<file path="config.mk">
export PLATFORM = sky130hd
export DESIGN_NAME = bba_ram
export DESIGN_NICKNAME = d
export VERILOG_FILES = /design/src/rtl/bitmap_block_allocator_macros.svh /design/src/rtl/bba_ram.sv
export SDC_FILE = /design/constraint.sdc
export NUM_CORES = 1
export LEC_CHECK = 0
export ABC_CLOCK_PERIOD_IN_PS = 4300
export BUFFER_PORTS_ARGS = -buffer_cell sky130_fd_sc_hd__buf_4
export CAP_MARGIN = 20
export CELL_PAD_IN_SITES_DETAIL_PLACEMENT = 1
export CELL_PAD_IN_SITES_GLOBAL_PLACEMENT = 1
export CORE_UTILIZATION = 55
export CTS_BUF_LIST = sky130_fd_sc_hd__clkbuf_16
export CTS_CLUSTER_DIAMETER = 150
export DETAILED_ROUTE_END_ITERATION = 7
export PLACE_DENSITY = 0.84
export RECOVER_POWER = 50
export SLEW_MARGIN = 20
export SYNTH_ARGS = -nofsm -noshare
export SYNTH_HDL_FRONTEND = slang
export SYNTH_SLANG_ARGS = --single-unit
</file>
<file path="constraint.sdc">
create_clock -name i_clk -period 4.3 [get_ports i_clk]
set_input_delay 0.215 -clock i_clk [delete_from_list [all_inputs] [get_ports i_clk]]
set_output_delay 0.215 -clock i_clk [all_outputs]
set_load 0.02 [all_outputs]
</file>
<file path="src/rtl/bitmap_block_allocator_macros.svh">
// assertion macros for the bitmap block allocator
// used by modules that check their own control state
`ifndef BITMAP_BLOCK_ALLOCATOR_MACROS_SVH
`define BITMAP_BLOCK_ALLOCATOR_MACROS_SVH

// checked on every rising clock edge outside reset
`define BBA_CHECK(lbl, prop, msg) \
    lbl: assert property (@(posedge i_clk) disable iff (!i_rst_n) prop) else $error(msg);

// checked outside reset and outside a configuration write
`define BBA_CHECK_NOCFG(lbl, prop, msg) \
    lbl: assert property (@(posedge i_clk) disable iff (!i_rst_n || i_cfg_we) prop) \
        else $error(msg);

`endif

</file>
<file path="src/rtl/bba_ram.sv">
// single write port, single read port memory with registered read data
// no dependencies
module bba_ram #(
    parameter int unsigned W = 1,
    parameter int unsigned D = 1024
) (
    input  logic                 i_clk,
    input  logic                 i_we,
    input  logic [$clog2(D)-1:0] i_waddr,
    input  logic [W-1:0]         i_wdata,
    input  logic [$clog2(D)-1:0] i_raddr,
    output logic [W-1:0]         o_rdata
);

    logic [W-1:0] r_mem [D];
    logic [W-1:0] r_rdata;

    // write port
    always_ff @(posedge i_clk) begin
        if (i_we) begin
            r_mem[i_waddr] <= i_wdata;
        end
    end

    // read port, old data on a same address write
    always_ff @(posedge i_clk) begin
        r_rdata <= r_mem[i_raddr];
    end

    assign o_rdata = r_rdata;

endmodule

</file>
# Yosys cells after proc, flatten, opt, wreduce, memory -nomap -nowiden
# Memory sizes are Yosys's and may differ from the RTL's. A register that Yosys moved wholly into a read port is not among the register bits.
# Index checks and enable logic that the tools add are counted.
op_classes:
  muxes: 2
op_table:
  columns: ["op", "count"]
  rows:
  - ["1-bit 2-to-1 mux", 2]
word_totals:
  out_inout_bits: 1
  mem_bits_rw: 1024
  reg_bits: 0
  word_cells: 3
  n_memories: 1
memory_table:
  columns: ["name", "words", "word_bits", "rd", "rd_clocked_by_memory_dff", "write_ports", "line_no", "source"]
  rows:
  - ["r_mem", 1024, 1, 1, 1, 1, "bba_ram.sv:15", "logic [W-1:0] r_mem [D];"]

# Logic depth before layout (Yosys ltp)
logic_depth:
  depth_word: 2
  ltp_mapped: 15

# Worst setup path after synthesis
# OpenSTA, ideal clock, no wires.
synth_timing:
  path_type: "input to register"
  startpoint: "in i_raddr[0]"
  endpoint: "reg r_rdata (netlist: o_rdata) (read register of r_mem)"
  setup_time_ns: 0.137
  arrival_time_ns: 2.352
  path_slack_ns: 1.811
  n_path_buf: 4
  required_time_ns: 4.163
  stages: 10
  path_cell_list: "buf_6 -> buf_12 -> buf_12 -> buf_2 -> mux4_2 -> mux4_2 -> a211oi_1 -> nor2_1 -> o311ai_1 -> o2111ai_1"
synth_rtl:
  columns: ["item", "line_no", "source"]
  rows:
  - ["start: declaration", "bba_ram.sv:11", "input logic [$clog2(D)-1:0] i_raddr,"]
  - ["end: declaration", "bba_ram.sv:16", "logic [W-1:0] r_rdata;"]

# Worst setup path in the final report
layout_timing:
  startpoint: "in i_wdata"
  endpoint: "mem r_mem[819] (data pin)"
layout_rtl:
  columns: ["item", "line_no", "source"]
  rows:
  - ["start: declaration", "bba_ram.sv:10", "input logic [W-1:0] i_wdata,"]
  - ["end: declaration", "bba_ram.sv:15", null]
# No word-level cell before the write port.

==> parameters.txt <==
Parameter                              Value

Clocking
  Clock tree from TritonCTS    yes
  TritonCTS Sinks    1025
  CTS Root Cell    clkbuf_16
  Clock transition time at the flip-flop clock pins of the worst setup and hold paths    0.06 ns
  Number of buffers created by CTS    104
  Latest clock arrival within the worst-skew pair    0.69 ns
  Maximum number of buffers from clock root to sink    3
  Maximum level of the CTS H-tree    3

Placement
  Final estimated routing congestion in global placement    0.828
  Hpwl dp    80700 um
  Total placed instance area    46000 um^2
  Worst setup timing slack at the placement stage    0.537 ns
  Placed Cells incl. Taps    4021
  IO Port Bufs    23

Floorplanning
  Die Height    287 um
  Starting Density    55.5%
  I/O pin total    24
  Core footprint    80400 um^2
  Placement row count    104
  Die footprint    82300 um^2
  Die width    287 um

Worst setup path
  Crit path buf inv count    2
  Worst Path Required    4.29 ns
  Arrival time at the worst endpoint    3.33 ns
  Top delay family on crit path    buffers and inverters
  Critical path startpoint    i_wdata
  CP Class    in2reg
  Max FO, Critical Path    197
  Kind of end point of the critical path    register
  RR Endpoint    o_rdata$_DFF_P_
  Reg2reg path depth    8
  Library cell contributing the largest single delay on the critical path    clkbuf_2
  Startpoint types    input port
  FF-to-FF setup slack    1.16 ns
  CP cell instances    buf_8, clkbuf_2
  Launch point of the worst reg-to-reg path    r_mem[812]$_DFFE_PP_
  Biggest cell delay along the critical path    2.39 ns

Pwr
  Maximum VDD drop    0.336 mV
  Power density of the placed cells    424 nW/um^2
  Reported leakage power    14.8 nW
  Power after layout    20.8 mW

Final layout
  Share of the core filled with cells    61.1%
  Post-layout instance count excluding filler cells    4214
  Finished Cell Area    49100 um^2
  Layout overhead on the synthesized area    10.0%
  Layout Nets    3092
  Share of cells above drive strength 1    16.8%

Drt
  DR pass1 iterations    6
  Routed via count divided by cell count    6.86
  Antenna violation net count after detailed routing    0
  Vias post-DR    28900
  Initial detailed-routing violation count    4137
  Detailed-route wire length    145000 um
  Average wire per standard cell    34.4 um
  Detailed-route DRC error count    0

Timing
  Number of max-slew violations in the final report    928
  Hold Slack    0.0514 ns
  RSZ-0062 raised after global routing    false
  Hold Fails Final Rpt    0
  Layout Skew    0.0143 ns
  Least setup slack across all paths after layout    0.962 ns
  Pin slew with the least headroom to its limit    3.40 ns
  Period Utilization, post-route    77.6%
  Worst slew margin relative to its limit    -127%
  Post-layout min period    3.34 ns
  Final setup violating endpoints    0
  Setup TNS    0 ns
  Fmax achieved    0.300 GHz

Logic synthesis
  Post-synth EDFFs    1024
  Avg Synthesized Cell Area    14.3 um^2
  Sequential fraction of the synthesis area    68.9%
  Number of different library cells in the post-synthesis netlist    56
  Async S/R FF share, synth    0%
  Gate count of the mapped netlist    3112
  Cell area after synthesis    44700 um^2
  Seq cells post-synth    1025
  Ys flop type    edfxtp_1
  Number of nets in the synthesized netlist    3135
  Number of warning messages in the yosys log    0

Outcome
  Violated checks    capacitance limit, slew limit
  Status    finished with violations

Global route
  Global route total overflow    0
  First-pass GRT wire length    208000 um
  Number of global-route vias before repair    30400
  Pin count of the biggest net entering global routing    198
  Total Routing Usage GR    35.6%
  Antenna violations before repair    4

Worst hold path
  Startpoint of the most critical hold path    i_waddr[0]
  End point of the worst hold path    r_mem[821]$_DFFE_PP_
  Hold Path Cell Cnt    2
  Classification of the worst-slack hold path    in2reg

Run
  Max-Cap Viols    8
cell usage in the layout, fill, tap and decap left out, types with 4 or more instances in the layout:
cell and n:
a2111oi_0 6, nor3b_1 8, buf_4 126, mux4_2 200, clkbuf_1 7, a211oi_1 4, mux2i_1 123, a21oi_1 37
a22oi_1 17, a22o_1 4, clkinv_2 24, o21ai_0 11, nand2_1 78, nand2b_1 7, nor3_1 37, edfxtp_1 1024
clkbuf_2 5, inv_1 28, nor2b_1 10, a31oi_1 4, buf_12 11, nand2_2 8, o221ai_1 49, mux4_1 14
clkinv_1 23, nand4_1 10, nand3_1 13, and3_1 4, clkbuf_16 109, o22ai_1 28, and2_1 6, nor2_1 1036
nor4_1 5, nand3_2 24
registers in the layout, indices dropped and copies added, names as in the netlist:
register	flops
r_mem	1024
o_rdata	1
routing by layer:
layer / GRT usage, % / vias to the layer above / routed length (um)
met1: 44.1 / 14800 / 49200
met2: 58.2 / 2085 / 70400
li1: - / 11400 / -
met4: 21.4 / 4 / 9720
met3: 7.17 / 569 / 15700
met5: 0.116 / - / 34
logic make-up (layout without fill, tap and decap cells):
family	count (synthesis)	in the layout	share of synthesized area [%]
buffers and inverters	309	349	3.30
muxes	340	340	13.7
and+or+nand+nor	1260	1260	11.2
DFF	1025	1025	68.9
other	0	2	0
AOI/OAI and AO/OA	178	178	2.83
worst max-delay path by stage:
stage                            to  cells past startpoint  slack, ns
2_1_floorplan       o_rdata$_DFF_P_                     10       1.81
3_3_place_gp        o_rdata$_DFF_P_                     10       0.70
3_5_place_dp        o_rdata$_DFF_P_                     10       0.54
4_1_cts             o_rdata$_DFF_P_                     10       1.24
5_1_grt        r_mem[772]$_DFFE_PP_                      2       0.70
6_report       r_mem[819]$_DFFE_PP_                      2       0.96
area by class of cell:
| class | count | area (um^2) |
|---|---|---|
| Antenna cell | 2 | 5.00 |
| Clock buffer | 109 | 2730 |
| Clock inverter | 80 | 435 |
| Fill cell | 7308 | 31300 |
| Inverter | 6 | 22.5 |
| Multi-Input combinational cell | 1778 | 12600 |
| Sequential cell | 1025 | 30800 |
| Tap cell | 1060 | 1330 |
| Timing Repair Buffer | 154 | 1280 |
repair_timing:
action	CTS	global route
hold endpoints to repair	2	0
buffers inserted	0	0
setup endpoints to repair	0	0
resized for setup	0	0
hold buffers	2	0
Yosys cell counts, types with 5 or more instances:
library cell  instances  share of area, %
nor3b_1               8              0.13
a2111oi_0             6              0.12
a21oi_1              37              0.41
a22oi_1              17              0.29
and2_1                6             0.084
clkbuf_1            186               1.6
buf_6                18              0.45
buf_2                19              0.21
mux2i_1             123               2.8
nor2b_1              11              0.15
mux4_1               14              0.82
o22ai_1              28              0.39
o21ai_0              11              0.12
nand2_1              86              0.72
o221ai_1             49              0.96
nand3_1              37              0.41
nor3_1               37              0.41
nor2_1             1036               8.7
buf_4                13              0.22
buf_1                57              0.48
nand2b_1              8              0.11
mux4_2              200                10
nor4_1                5             0.070
nand4_1              10              0.14
edfxtp_1           1024                69
where the power goes:
part | leakage [nW] | switching (mW) | internal, mW | total (mW)
registers | 9.21 | 0.00579 | 11.0 | 11.0
clock network | 1.66 | 3.91 | 4.72 | 8.64
logic | 3.95 | 0.790 | 0.374 | 1.16
Note: power is estimated with default switching activity, not from simulation.
