`src/rtl/bitmap_block_allocator_macros.svh`:
```
// assertion macros for the bitmap block allocator
// used by modules that check their own control state
`ifndef BITMAP_BLOCK_ALLOCATOR_MACROS_SVH
`define BITMAP_BLOCK_ALLOCATOR_MACROS_SVH

// checked on every rising clock edge outside reset
`define BBA_CHECK(lbl, prop, msg) \
    lbl: assert property (@(posedge i_clk) disable iff (!i_rst_n) prop) else $error(msg);

// checked outside reset and outside a configuration write
`define BBA_CHECK_NOCFG(lbl, prop, msg) \
    lbl: assert property (@(posedge i_clk) disable iff (!i_rst_n || i_cfg_we) prop) \
        else $error(msg);

`endif

```
`src/rtl/bba_pkg.sv`:
```
// shared types and constants for the bitmap block allocator
// no dependencies
package bba_pkg;

    // bytes per block and length header bytes
    localparam int unsigned BLOCK_BYTES = 4;
    localparam int unsigned BB_SHIFT    = $clog2(BLOCK_BYTES);
    localparam int unsigned HDR_BYTES   = 4;
    localparam int unsigned NEED_W      = 15;

    // register reset value
    localparam logic [10:0] TOTAL_RESET = 11'd1024;

    typedef enum logic [2:0] {
        ST_OK       = 3'd0,
        ST_NOSPACE  = 3'd1,
        ST_ZERO     = 3'd2,
        ST_RANGE    = 3'd3,
        ST_NOTALLOC = 3'd4
    } t_status;

    typedef enum logic {
        K_ALLOC = 1'b0,
        K_FREE  = 1'b1
    } t_kind;

    typedef struct packed {
        t_status     status;
        logic [9:0]  start_block;
        logic [10:0] run_blocks;
        logic [10:0] free_blocks;
    } t_result;

endpackage

```
`src/rtl/bba_ctrl.sv`:
```
// sequencer of the allocator: clearing pass, next-fit scan, run marking, free walk
// depends on bba_pkg and bitmap_block_allocator_macros.svh
`include "bitmap_block_allocator_macros.svh"
module bba_ctrl
    import bba_pkg::*;
#(
    parameter int unsigned NUM_BLOCKS = 1024
) (
    input  logic                          i_clk,
    input  logic                          i_rst_n,
    input  logic                          i_valid,
    output logic                          o_ready,
    input  logic                          i_kind,
    input  logic [15:0]                   i_size_bytes,
    input  logic [9:0]                    i_block_index,
    input  logic                          i_cfg_we,
    input  logic [10:0]                   i_cfg_data,
    output logic                          o_res_valid,
    input  logic                          i_res_ready,
    output t_result                       o_res,
    output logic                          o_map_we,
    output logic [$clog2(NUM_BLOCKS)-1:0] o_map_waddr,
    output logic                          o_map_wdata,
    output logic [$clog2(NUM_BLOCKS)-1:0] o_map_raddr,
    input  logic                          i_map_rdata,
    output logic                          o_len_we,
    output logic [$clog2(NUM_BLOCKS)-1:0] o_len_waddr,
    output logic [$clog2(NUM_BLOCKS):0]   o_len_wdata,
    output logic [$clog2(NUM_BLOCKS)-1:0] o_len_raddr,
    input  logic [$clog2(NUM_BLOCKS):0]   i_len_rdata
);

    localparam int unsigned IW = $clog2(NUM_BLOCKS);
    localparam int unsigned CW = IW + 1;
    localparam int unsigned XW = (CW > 16) ? CW : 16;

    typedef enum logic [2:0] {
        S_CLEAR, S_IDLE, S_SCAN, S_MARK, S_FLEN, S_FREE, S_DONE
    } t_state;

    t_state         r_state, n_state;
    logic [10:0]    r_total, n_total;
    logic [IW-1:0]  r_pos, n_pos;
    logic [CW-1:0]  r_cnt, n_cnt;
    logic [CW-1:0]  r_found, n_found;
    logic [CW-1:0]  r_need, n_need;
    logic [IW-1:0]  r_start, n_start;
    logic [IW-1:0]  r_hint, n_hint;
    logic [CW-1:0]  r_free, n_free;
    t_status        r_status, n_status;
    logic [CW-1:0]  r_run, n_run;
    logic [IW-1:0]  r_ostart, n_ostart;

    logic [CW-1:0]     pool;
    logic [NEED_W-1:0] need_in;
    logic [IW-1:0]     pos_inc;
    logic [CW-1:0]     found_base;
    logic [CW-1:0]     found_new;
    logic              free_last;

    // effective pool size: register clamped to 1..NUM_BLOCKS
    function automatic logic [CW-1:0] clamp_pool(input logic [10:0] t);
        logic [XW-1:0] te;
        te = XW'(t);
        if (te == '0) begin
            return CW'(1);
        end
        if (te > XW'(NUM_BLOCKS)) begin
            return CW'(NUM_BLOCKS);
        end
        return CW'(te);
    endfunction

    assign pool    = clamp_pool(r_total);
    assign need_in = NEED_W'((17'(i_size_bytes) + 17'(HDR_BYTES + BLOCK_BYTES - 1)) >> BB_SHIFT);
    assign pos_inc = ((XW'(r_pos) + XW'(1)) == XW'(pool)) ? '0 : r_pos + IW'(1);

    // run counter of the scan; a run never crosses block zero
    assign found_base = (r_pos == '0) ? '0 : r_found;
    assign found_new  = i_map_rdata ? '0 : found_base + CW'(1);
    assign free_last  = (r_cnt == CW'(1)) || ((XW'(r_pos) + XW'(1)) == XW'(pool));

    // next state and memory port control
    always_comb begin
        n_state  = r_state;
        n_total  = r_total;
        n_pos    = r_pos;
        n_cnt    = r_cnt;
        n_found  = r_found;
        n_need   = r_need;
        n_start  = r_start;
        n_hint   = r_hint;
        n_free   = r_free;
        n_status = r_status;
        n_run    = r_run;
        n_ostart = r_ostart;
        o_map_we    = 1'b0;
        o_map_waddr = r_pos;
        o_map_wdata = 1'b0;
        o_len_we    = 1'b0;
        o_len_waddr = r_pos;
        o_len_wdata = '0;
        unique case (r_state)
            S_CLEAR: begin
                o_map_we = 1'b1;
                o_len_we = 1'b1;
                n_pos    = r_pos + IW'(1);
                if (XW'(r_pos) == XW'(NUM_BLOCKS - 1)) begin
                    n_pos   = '0;
                    n_state = S_IDLE;
                end
            end
            S_IDLE: begin
                if (i_valid) begin
                    n_run    = '0;
                    n_ostart = '0;
                    if (t_kind'(i_kind) == K_ALLOC) begin
                        if (i_size_bytes == '0) begin
                            n_status = ST_ZERO;
                            n_state  = S_DONE;
                        end else if (XW'(need_in) > XW'(pool)) begin
                            n_status = ST_NOSPACE;
                            n_state  = S_DONE;
                        end else begin
                            n_need  = CW'(need_in);
                            n_pos   = r_hint;
                            n_cnt   = '0;
                            n_found = '0;
                            n_state = S_SCAN;
                        end
                    end else begin
                        if (XW'(i_block_index) >= XW'(pool)) begin
                            n_status = ST_RANGE;
                            n_state  = S_DONE;
                        end else begin
                            n_pos   = IW'(i_block_index);
                            n_state = S_FLEN;
                        end
                    end
                end
            end
            S_SCAN: begin
                if (found_new >= r_need) begin
                    n_start = r_pos + IW'(1) - IW'(r_need);
                    n_pos   = r_pos + IW'(1) - IW'(r_need);
                    n_cnt   = r_need;
                    n_state = S_MARK;
                end else begin
                    n_found = found_new;
                    if ((r_cnt + CW'(1)) == pool) begin
                        n_status = ST_NOSPACE;
                        n_state  = S_DONE;
                    end else begin
                        n_cnt = r_cnt + CW'(1);
                        n_pos = pos_inc;
                    end
                end
            end
            S_MARK: begin
                o_map_we    = 1'b1;
                o_map_wdata = 1'b1;
                if (r_pos == r_start) begin
                    o_len_we    = 1'b1;
                    o_len_waddr = r_start;
                    o_len_wdata = r_need;
                end
                n_pos = r_pos + IW'(1);
                n_cnt = r_cnt - CW'(1);
                if (r_cnt == CW'(1)) begin
                    n_hint   = ((XW'(r_start) + XW'(r_need)) >= XW'(pool)) ? '0
                             : IW'(XW'(r_start) + XW'(r_need));
                    n_free   = r_free - r_need;
                    n_status = ST_OK;
                    n_ostart = r_start;
                    n_run    = r_need;
                    n_state  = S_DONE;
                end
            end
            S_FLEN: begin
                if (i_len_rdata == '0) begin
                    n_status = ST_NOTALLOC;
                    n_state  = S_DONE;
                end else begin
                    n_cnt   = i_len_rdata;
                    n_run   = i_len_rdata;
                    n_start = r_pos;
                    n_state = S_FREE;
                end
            end
            S_FREE: begin
                o_map_we = 1'b1;
                if (i_map_rdata) begin
                    n_free = r_free + CW'(1);
                end
                n_pos = r_pos + IW'(1);
                n_cnt = r_cnt - CW'(1);
                if (free_last) begin
                    o_len_we    = 1'b1;
                    o_len_waddr = r_start;
                    n_status    = ST_OK;
                    n_state     = S_DONE;
                end
            end
            S_DONE: begin
                if (i_res_ready) begin
                    n_state = S_IDLE;
                end
            end
            default: begin
                n_state = S_CLEAR;
            end
        endcase
        // a register write restarts the pool
        if (i_cfg_we) begin
            n_total = i_cfg_data;
            n_hint  = '0;
            n_free  = clamp_pool(i_cfg_data);
            n_pos   = '0;
            n_state = S_CLEAR;
        end
    end

    // read addresses follow the next position so data lines up with r_pos
    assign o_map_raddr = n_pos;
    assign o_len_raddr = n_pos;

    // state and registered outputs
    always_ff @(posedge i_clk) begin
        if (!i_rst_n) begin
            r_state <= S_CLEAR;
            r_total <= TOTAL_RESET;
            r_pos   <= '0;
            r_hint  <= '0;
            r_free  <= clamp_pool(TOTAL_RESET);
        end else begin
            r_state <= n_state;
            r_total <= n_total;
            r_pos   <= n_pos;
            r_hint  <= n_hint;
            r_free  <= n_free;
        end
        r_cnt    <= n_cnt;
        r_found  <= n_found;
        r_need   <= n_need;
        r_start  <= n_start;
        r_status <= n_status;
        r_run    <= n_run;
        r_ostart <= n_ostart;
    end

    assign o_ready           = (r_state == S_IDLE);
    assign o_res_valid       = (r_state == S_DONE);
    assign o_res.status      = r_status;
    assign o_res.start_block = 10'(r_ostart);
    assign o_res.run_blocks  = 11'(r_run);
    assign o_res.free_blocks = 11'(r_free);

    `BBA_CHECK(a_free_in_pool, (r_free <= pool), "free count above pool size")
    `BBA_CHECK(a_hint_in_pool, (XW'(r_hint) < XW'(pool)), "search hint outside pool")
    `BBA_CHECK(a_scan_short, ((r_state == S_SCAN) |-> (r_found < r_need)),
        "scan run reached request without grant")
    `BBA_CHECK_NOCFG(a_mark_to_done, ((r_state == S_MARK && r_cnt == CW'(1)) |=>
        (r_state == S_DONE && r_status == ST_OK)), "marking did not finish with a grant")

endmodule

```
`config.mk`:
```
export PLATFORM = sky130hd
export DESIGN_NAME = bba_ctrl
export DESIGN_NICKNAME = d
export VERILOG_FILES = /design/src/rtl/bba_pkg.sv /design/src/rtl/bba_ctrl.sv
export VERILOG_INCLUDE_DIRS = /design/src /design/src/rtl
export SDC_FILE = /design/constraint.sdc
export NUM_CORES = 1
export LEC_CHECK = 0
export ABC_AREA = 1
export BUFFER_PORTS_ARGS = -buffer_cell sky130_fd_sc_hd__buf_4
export CELL_PAD_IN_SITES_DETAIL_PLACEMENT = 0
export CELL_PAD_IN_SITES_GLOBAL_PLACEMENT = 1
export CORE_ASPECT_RATIO = 2
export CORE_MARGIN = 2
export CORE_UTILIZATION = 42
export CTS_CLUSTER_SIZE = 14
export DETAILED_ROUTE_END_ITERATION = 6
export GPL_TIMING_DRIVEN = 0
export PLACE_DENSITY_LB_ADDON = 0.08
export SETUP_SLACK_MARGIN = 0.15
export SYNTH_ARGS = -nofsm -noshare
export SYNTH_HDL_FRONTEND = slang
export SYNTH_SLANG_ARGS = --single-unit
```
`constraint.sdc`:
```
create_clock -name i_clk -period 5.7 [get_ports i_clk]
set_input_delay 0 -clock i_clk [delete_from_list [all_inputs] [get_ports i_clk]]
set_output_delay 0 -clock i_clk [all_outputs]
set_load 0.005 [all_outputs]
```
* After elaboration in Yosys (flattened, before gate mapping)
Index checks and enable logic that the tools add are counted.
W data, S select, Z words.
** Word-level totals
- Output and inout port bits :: 91
- Input bits :: 55
- Register bits :: 112
- Logic and storage cells :: 176
** Cells by class
- Bitwise operators :: 4
- Multiplexer cells :: 87
- Reduce and logical (&&, ||, !) cells :: 27
- Order comparisons :: 6
- $add $sub $neg :: 10
- Eq/ne operators :: 30
** Operators by type and width (count)
- $mux W11 :: 25
- $mux W10 :: 17
- $mux W3 :: 20
- $pmux W10 S2 :: 3
- $pmux W11 S2 :: 2
- $pmux W11 S4 :: 1
- $pmux W10 S4 :: 1
- $add A11 B1 Y11 const B :: 3
- $logic_not A11 Y1 :: 3
- $pmux W11 S3 :: 1
- $ne A2 B2 Y1 const B :: 12
- $eq A11 B11 Y1 :: 2
- $gt A11 B11 Y1 const B :: 2
- $pmux W3 S7 :: 1
- $add A16 B3 Y17 const B :: 1
- $ge A16 B11 Y1 :: 1
- $logic_not A16 Y1 :: 1
- $gt A15 B11 Y1 :: 1
- $pmux W3 S5 :: 1
- $add A10 B11 Y12 :: 1
- $mux W1 :: 12
- $ne A3 B3 Y1 const B :: 4
- $reduce_and A6 Y1 :: 2
- $add A10 B1 Y11 const B :: 1
- other kinds (33) :: 46

* Longest topological paths before layout
- Word-level depth :: 12
- Mapped depth :: 35
- Gate-level depth less buffers :: 33

* Worst setup path after synthesis
OpenSTA, ideal clock, no wires.
- Path type :: reg2reg
- Start :: register r_pos[0], in the netlist o_map_waddr[0]
- End :: register r_found[0] (enable)
- Stages on the path, launching flop included :: 27
- Path slack :: 987 ps
- Setup time :: 383 ps
- Path buffers :: 2
- Required time :: 5317 ps
- Data arrival time :: 4330 ps
- Period minus slack after synthesis :: 4713 ps
- Path through :: dfxtp_1 > buf_2 > inv_1 > ha_1 > nand4_1 > nor4_2 > nor2_2 > ha_1 > inv_1 > nor2_2 > nand2_1 > nor2_4 > nand3_2 > nor3_2 > nand4_1 > nand3_1 > inv_1 > ha_1 > a21oi_1 > o21a_1 > nand2_1 > a21oi_1 > nand2_2 > nor2_1 > inv_1 > buf_2 > a21oi_1
** On the way
- Longest elaborated chain between the ends :: 7
** RTL lines
- start: declaration :: RTL line bba_ctrl.sv:43 : logic [IW-1:0] r_pos, n_pos;
- start signal: assignment :: RTL line bba_ctrl.sv:238 : r_pos <= n_pos;
- $logic_not A10 Y1 :: RTL line bba_ctrl.sv:79 : assign found_base = (r_pos == '0) ? '0 : r_found;
- $mux W11 :: RTL line bba_ctrl.sv:79
- $add A11 B1 Y11 :: RTL line bba_ctrl.sv:80 : assign found_new = i_map_rdata ? '0 : found_base + CW'(1);
- $mux W11 :: RTL line bba_ctrl.sv:80
- net found_new[10] :: RTL line bba_ctrl.sv:58 : logic [CW-1:0] found_new;
- $ge A11 B11 Y1 :: RTL line bba_ctrl.sv:143 : if (found_new >= r_need) begin
- $ne A2 B2 Y1 (no line)
- $reduce_and A6 Y1 (no line)
- end signal: assignment :: RTL line bba_ctrl.sv:243 : r_found <= n_found;
- end: declaration :: RTL line bba_ctrl.sv:45 : logic [CW-1:0] r_found, n_found;
The timed path passes the listed nets, and every way through them passes these cells.
A chain may end at the register's enable or synchronous reset.

* Final worst setup path
- Start :: register r_pos[0], in the netlist o_map_waddr[0]
- End :: output port o_map_raddr[0]
** On the way
- Longest elaborated chain between the ends :: 8
** RTL lines
- $logic_not A10 Y1 :: RTL line bba_ctrl.sv:79
- $mux W11 :: RTL line bba_ctrl.sv:79
- $add A11 B1 Y11 :: RTL line bba_ctrl.sv:80
- $mux W11 :: RTL line bba_ctrl.sv:80
- net found_new[8] :: RTL line bba_ctrl.sv:58
- $ge A11 B11 Y1 :: RTL line bba_ctrl.sv:143
- $mux W10 :: RTL line bba_ctrl.sv:143
- $pmux W10 S4 :: RTL line bba_ctrl.sv:103 : unique case (r_state)
- $mux W10 :: RTL line bba_ctrl.sv:214 : if (i_cfg_we) begin
- end: declaration :: RTL line bba_ctrl.sv:24 : output logic [$clog2(NUM_BLOCKS)-1:0] o_map_raddr,
The timed path passes the listed nets, and every way through them passes these cells.

==> flow_summary.html <==
<table>
<tr><th>Metric</th><th>Value</th></tr>
<tr><th colspan="2">Floorplanning</th></tr>
<tr><td>Standard-cell rows</td><td>81</td></tr>
<tr><td>Placeable core region</td><td>24,530 sq um</td></tr>
<tr><td>Die span in x</td><td>around 120 um</td></tr>
<tr><td>Area of the die</td><td>roughly 26,000 sq um</td></tr>
<tr><td>Initial cell density of the core</td><td>42.85%</td></tr>
<tr><td>Die outline height</td><td>between 200 and 250 um</td></tr>
<tr><td>I/O Pins</td><td>146</td></tr>
<tr><th colspan="2">Setup path</th></tr>
<tr><td>Critical Path AT</td><td>between 5000 and 6000 ps</td></tr>
<tr><td>CP startpoint kind</td><td>flop</td></tr>
<tr><td>Slowest cell on the critical path</td><td>dfxtp_4</td></tr>
<tr><td>Worst setup path category</td><td>reg2out</td></tr>
<tr><td>Largest stage delay, worst path</td><td>a little over 400 ps</td></tr>
<tr><td>Required time at the endpoint of the critical path</td><td>approximately 5700 ps</td></tr>
<tr><td>CP Capture Type</td><td>output port</td></tr>
<tr><td>Most prevalent standard cell on the critical path</td><td>nand2_1</td></tr>
<tr><td>Critical Path Fanout Max</td><td>10</td></tr>
<tr><th colspan="2">GRT</th></tr>
<tr><td>First-pass GRT wire length</td><td>~66,000 um</td></tr>
<tr><td>Initial antenna violation count</td><td>0</td></tr>
<tr><td>Global-route congestion overflow total</td><td>0</td></tr>
<tr><td>Total global-route track usage</td><td>33.86%</td></tr>
<tr><td>Vias in the first global route</td><td>~11,000</td></tr>
<tr><td>Largest net degree at the start of global routing</td><td>19</td></tr>
<tr><th colspan="2">Logic synthesis</th></tr>
<tr><td>Mean instance size in the synthesized netlist</td><td>a little under 7 sq um</td></tr>
<tr><td>Netlist area before placement</td><td>~11,000 sq um</td></tr>
<tr><td>Simple-gate portion of the synthesized area</td><td>about a third</td></tr>
<tr><td>Area fraction in compound gates after synthesis</td><td>~16%</td></tr>
<tr><td>Xor and xnor area share after synthesis</td><td>about 2.5%</td></tr>
<tr><td>Number of enable flip-flop cells after synthesis</td><td>67</td></tr>
<tr><td>Main combinational cell family by area after synthesis</td><td>simple AND/OR/NAND/NOR gates</td></tr>
<tr><td>Share of synthesized cell area in full adder, half adder and majority cells</td><td>9.857%</td></tr>
<tr><td>Distinct cell type count after synthesis</td><td>57</td></tr>
<tr><td>Number of synthesized register bits</td><td>~110</td></tr>
<tr><td>Multiplexer share of the synthesized area</td><td>0%</td></tr>
<tr><td>Async S/R FF share, synth</td><td>0%</td></tr>
<tr><td>Seq/Total Area, Yosys</td><td>approximately 28%</td></tr>
<tr><td>Yosys synthesis warning count</td><td>0</td></tr>
<tr><td>Post-synth net total</td><td>about 1,700</td></tr>
<tr><td>Cells after synthesis</td><td>roughly 1,600</td></tr>
<tr><td>Main flop type after synthesis</td><td>edfxtp_1</td></tr>
<tr><th colspan="2">Detailed routing</th></tr>
<tr><td>Count of nets left with antenna violations after detail routing</td><td>0</td></tr>
<tr><td>Post-Route WL</td><td>44,680 um</td></tr>
<tr><td>Drc violations</td><td>0</td></tr>
<tr><td>Number of design-rule violations left by the first detailed-router iteration</td><td>slightly above 800</td></tr>
<tr><td>Via count</td><td>approximately 11,000</td></tr>
<tr><td>Drt pass-1 iters</td><td>6</td></tr>
<tr><td>Average via count per standard cell</td><td>5.553</td></tr>
<tr><td>Wire per inst</td><td>between 20 and 25 um</td></tr>
<tr><th colspan="2">Placed design</th></tr>
<tr><td>Number of I/O port buffers</td><td>between 100 and 150</td></tr>
<tr><td>Pre-CTS WS</td><td>-881.8 ps</td></tr>
<tr><td>HPWL Detailed</td><td>36,610 um</td></tr>
<tr><td>Final weighted congestion of routability-driven global placement</td><td>1.004</td></tr>
<tr><th colspan="2">Cells and area</th></tr>
<tr><td>Combined area of the multi-input logic cells</td><td>about 6500 sq um</td></tr>
<tr><td>Synthesis-to-layout area growth</td><td>19.84%</td></tr>
<tr><td>Number of filler instances in the final layout</td><td>about 2,600</td></tr>
<tr><td>Storage cell area</td><td>2918 sq um</td></tr>
<tr><td>Share of the core filled with cells in the final layout</td><td>51.36%</td></tr>
<tr><td># nets final</td><td>about 1,900</td></tr>
<tr><td>Proportion of layout cells with a drive suffix above 1</td><td>between 10% and 20%</td></tr>
<tr><td>Ant. Diodes</td><td>0</td></tr>
<tr><th colspan="2">Power and ir drop</th></tr>
<tr><td>Pleak</td><td>just under 6 nW</td></tr>
<tr><td>Switching portion of total power</td><td>28.70%</td></tr>
<tr><td>Seq pwr share</td><td>~48%</td></tr>
<tr><td>Power Density</td><td>approximately 150 nW/um^2</td></tr>
<tr><td>Proportion of power drawn by combinational gates</td><td>roughly 17%</td></tr>
<tr><td>Net switching power figure</td><td>0.5264 mW</td></tr>
<tr><td>Pint</td><td>approximately 1.3 mW</td></tr>
<tr><td>Worst IR Drop VDD</td><td>between 0.1 and 0.15 mV</td></tr>
<tr><td>Share of power burned in the clock network</td><td>between 30 and 40%</td></tr>
<tr><th colspan="2">Clock network</th></tr>
<tr><td>H-tree depth</td><td>3</td></tr>
<tr><td>Clk slew on worst S/H paths</td><td>around 80 ps</td></tr>
<tr><td>Clock latency at the later pin of the worst-skew pair</td><td>400 ps</td></tr>
<tr><td>Maximum number of buffers from clock root to sink</td><td>2</td></tr>
<tr><td>Clk sinks</td><td>112</td></tr>
<tr><td>Buffer cell driving the clock tree root</td><td>clkbuf_16</td></tr>
<tr><td>Num CTS Buffers</td><td>9</td></tr>
<tr><td>CTS tree</td><td>yes</td></tr>
<tr><th colspan="2">Timing</th></tr>
<tr><td>Post-layout minimum cycle time</td><td>about 5300 ps</td></tr>
<tr><td>Setup repair after global routing missed its margin</td><td>false</td></tr>
<tr><td>Max-Slew Margin vs Limit</td><td>around a third</td></tr>
<tr><td>Hold violation count in the final report</td><td>0</td></tr>
<tr><td>Highest attainable clock frequency</td><td>190.3 MHz</td></tr>
<tr><td>Actual slew at the worst max-slew pin</td><td>roughly 980 ps</td></tr>
<tr><td>Share of the clock period used by the worst path</td><td>between 90% and 100%</td></tr>
<tr><td>Final worst setup slack</td><td>444.7 ps</td></tr>
<tr><td>Count of final setup violators</td><td>0</td></tr>
<tr><td>Maximum clock skew at final layout</td><td>roughly 16 ps</td></tr>
<tr><td>Final number of max-transition violations</td><td>0</td></tr>
<tr><th colspan="2">Run</th></tr>
<tr><td>Max-cap violations</td><td>0</td></tr>
<tr><th colspan="2">Run status</th></tr>
<tr><td>Status</td><td>complete, no violations</td></tr>
<tr><th colspan="2">Min path</th></tr>
<tr><td>Path type of the worst min-delay path</td><td>in2reg</td></tr>
</table>
## cell usage in the layout, fill, tap and decap left out, types with 20 or more instances in the layout
cell type / n
edfxtp_1: 67
nor3_1: 27
clkbuf_1: 22
a21oi_1: 96
nand4_1: 36
o21ai_0: 96
nor2_1: 150
nand3_1: 112
buf_4: 164
ha_1: 78
nand3b_1: 21
dlygate4sd3_1: 20
inv_1: 214
dfxtp_1: 43
nand2_1: 346
## per-layer routing
metal / GRT usage (%) / routed length [um]
met1: 32.51 / 14550
met2: 61.59 / 23290
met3: 3.556 / 2299
met5: 0 / 0
met4: 29.35 / 4539
## synth_stat cells, types with 13 or more instances
cell / count / area (sq um)
nand2_1: 347 / 1303
inv_1: 216 / 810.8
nor2_1: 152 / 570.6
nand3_1: 112 / 560.5
a21oi_1: 98 / 490.5
o21ai_0: 96 / 480.5
ha_1: 78 / 975.9
edfxtp_1: 67 / 2012
dfxtp_1: 45 / 900.9
nand4_1: 36 / 225.2
nor3_1: 27 / 135.1
clkbuf_1: 21 / 78.83
nand3b_1: 21 / 157.7
nor4_1: 20 / 125.1
xor2_1: 19 / 166.4
buf_4: 17 / 127.6
o22ai_1: 13 / 81.33
## per-stage QoR
| stage | power (mW) | hold slack, ps | TNS [ps] | instances | instance area, sq um |
|---|---|---|---|---|---|
| final | 1.834 | 5.435 | 0 | 2068 | 12600 |
| after global routing | 1.894 | 21.04 | 0 | 2068 | 12600 |
| after CTS | 1.835 | 2.622 | 0 | 2066 | 12540 |
| after detailed placement | 1.186 | 245.8 | -17040 | 2029 | 12010 |
| after global placement | 1.182 | 248.7 | -14540 | 2028 | 12000 |
| after floorplan | 1.065 | 134.9 | 0 | 1553 | 10510 |
## cell families (layout without fill, tap and decap cells)
kind of cell	Yosys count	in the layout
buf+inv	286	469
compound gates	280	280
flops	112	112
xor+xnor	30	30
simple gates	764	764
fa+ha+maj	81	81
## power groups by stage
stage	Clock, mW	Sequential, mW	Combinational, mW
final	0.649	0.875	0.309
after detailed placement	0	0.894	0.292
after global placement	0	0.894	0.289
after CTS	0.654	0.875	0.306
after global routing	0.674	0.877	0.343
after floorplan	0	0.889	0.176
## sequential cells by signal, indices dropped and copies added, names as in the netlist
| register | count |
|---|---|
| o_map_waddr | 10 |
| r_cnt | 11 |
| r_found | 11 |
| r_free | 11 |
| r_hint | 10 |
| r_need | 11 |
| r_ostart | 10 |
| r_run | 11 |
| r_start | 10 |
| r_state | 3 |
| r_status | 3 |
| r_total | 11 |
## final timing paths
path | startpoint | endpoint | cells past startpoint | slack [ps]
setup / recovery | o_map_waddr[0] | o_map_raddr[0] | 31 | 440
hold / removal | i_len_rdata[5] | r_run[5] | 3 | 5
hold reg to reg | r_hint[1] | r_hint[1] | 2 | 480
setup reg to reg | o_map_waddr[0] | r_cnt[7] | 26 | 560
## worst max-delay path, delay by kind of cell (launching register included)
family / cells / cell delay (ps)
simple gates: 18 / 2560
buf+inv: 9 / 1010
fa+ha+maj: 3 / 750
flops: 1 / 410
compound gates: 1 / 120
## what timing repair did
| item | 4_1_cts | 5_1_grt |
|---|---|---|
| endpoints found under the hold margin | 26 | 0 |
| buffers inserted | 1 | 2 |
| hold buffers | 20 | 0 |
| setup endpoints to repair | 52 | 61 |
| gates cloned | 0 | 0 |
| pin swaps | 0 | 3 |
| resized for setup | 9 | 11 |
## cell type report
class                           count  area share (%)
Sequential cell                   112           23.16
Clock buffer                       12           2.036
Buffer                             53           2.324
Timing Repair Buffer              167           10.35
Inverter                          233           7.023
Tap cell                          332           3.298
Clock inverter                      4          0.2086
Multi-Input combinational cell   1155           51.59
Note: power is estimated with default switching activity, not from simulation.
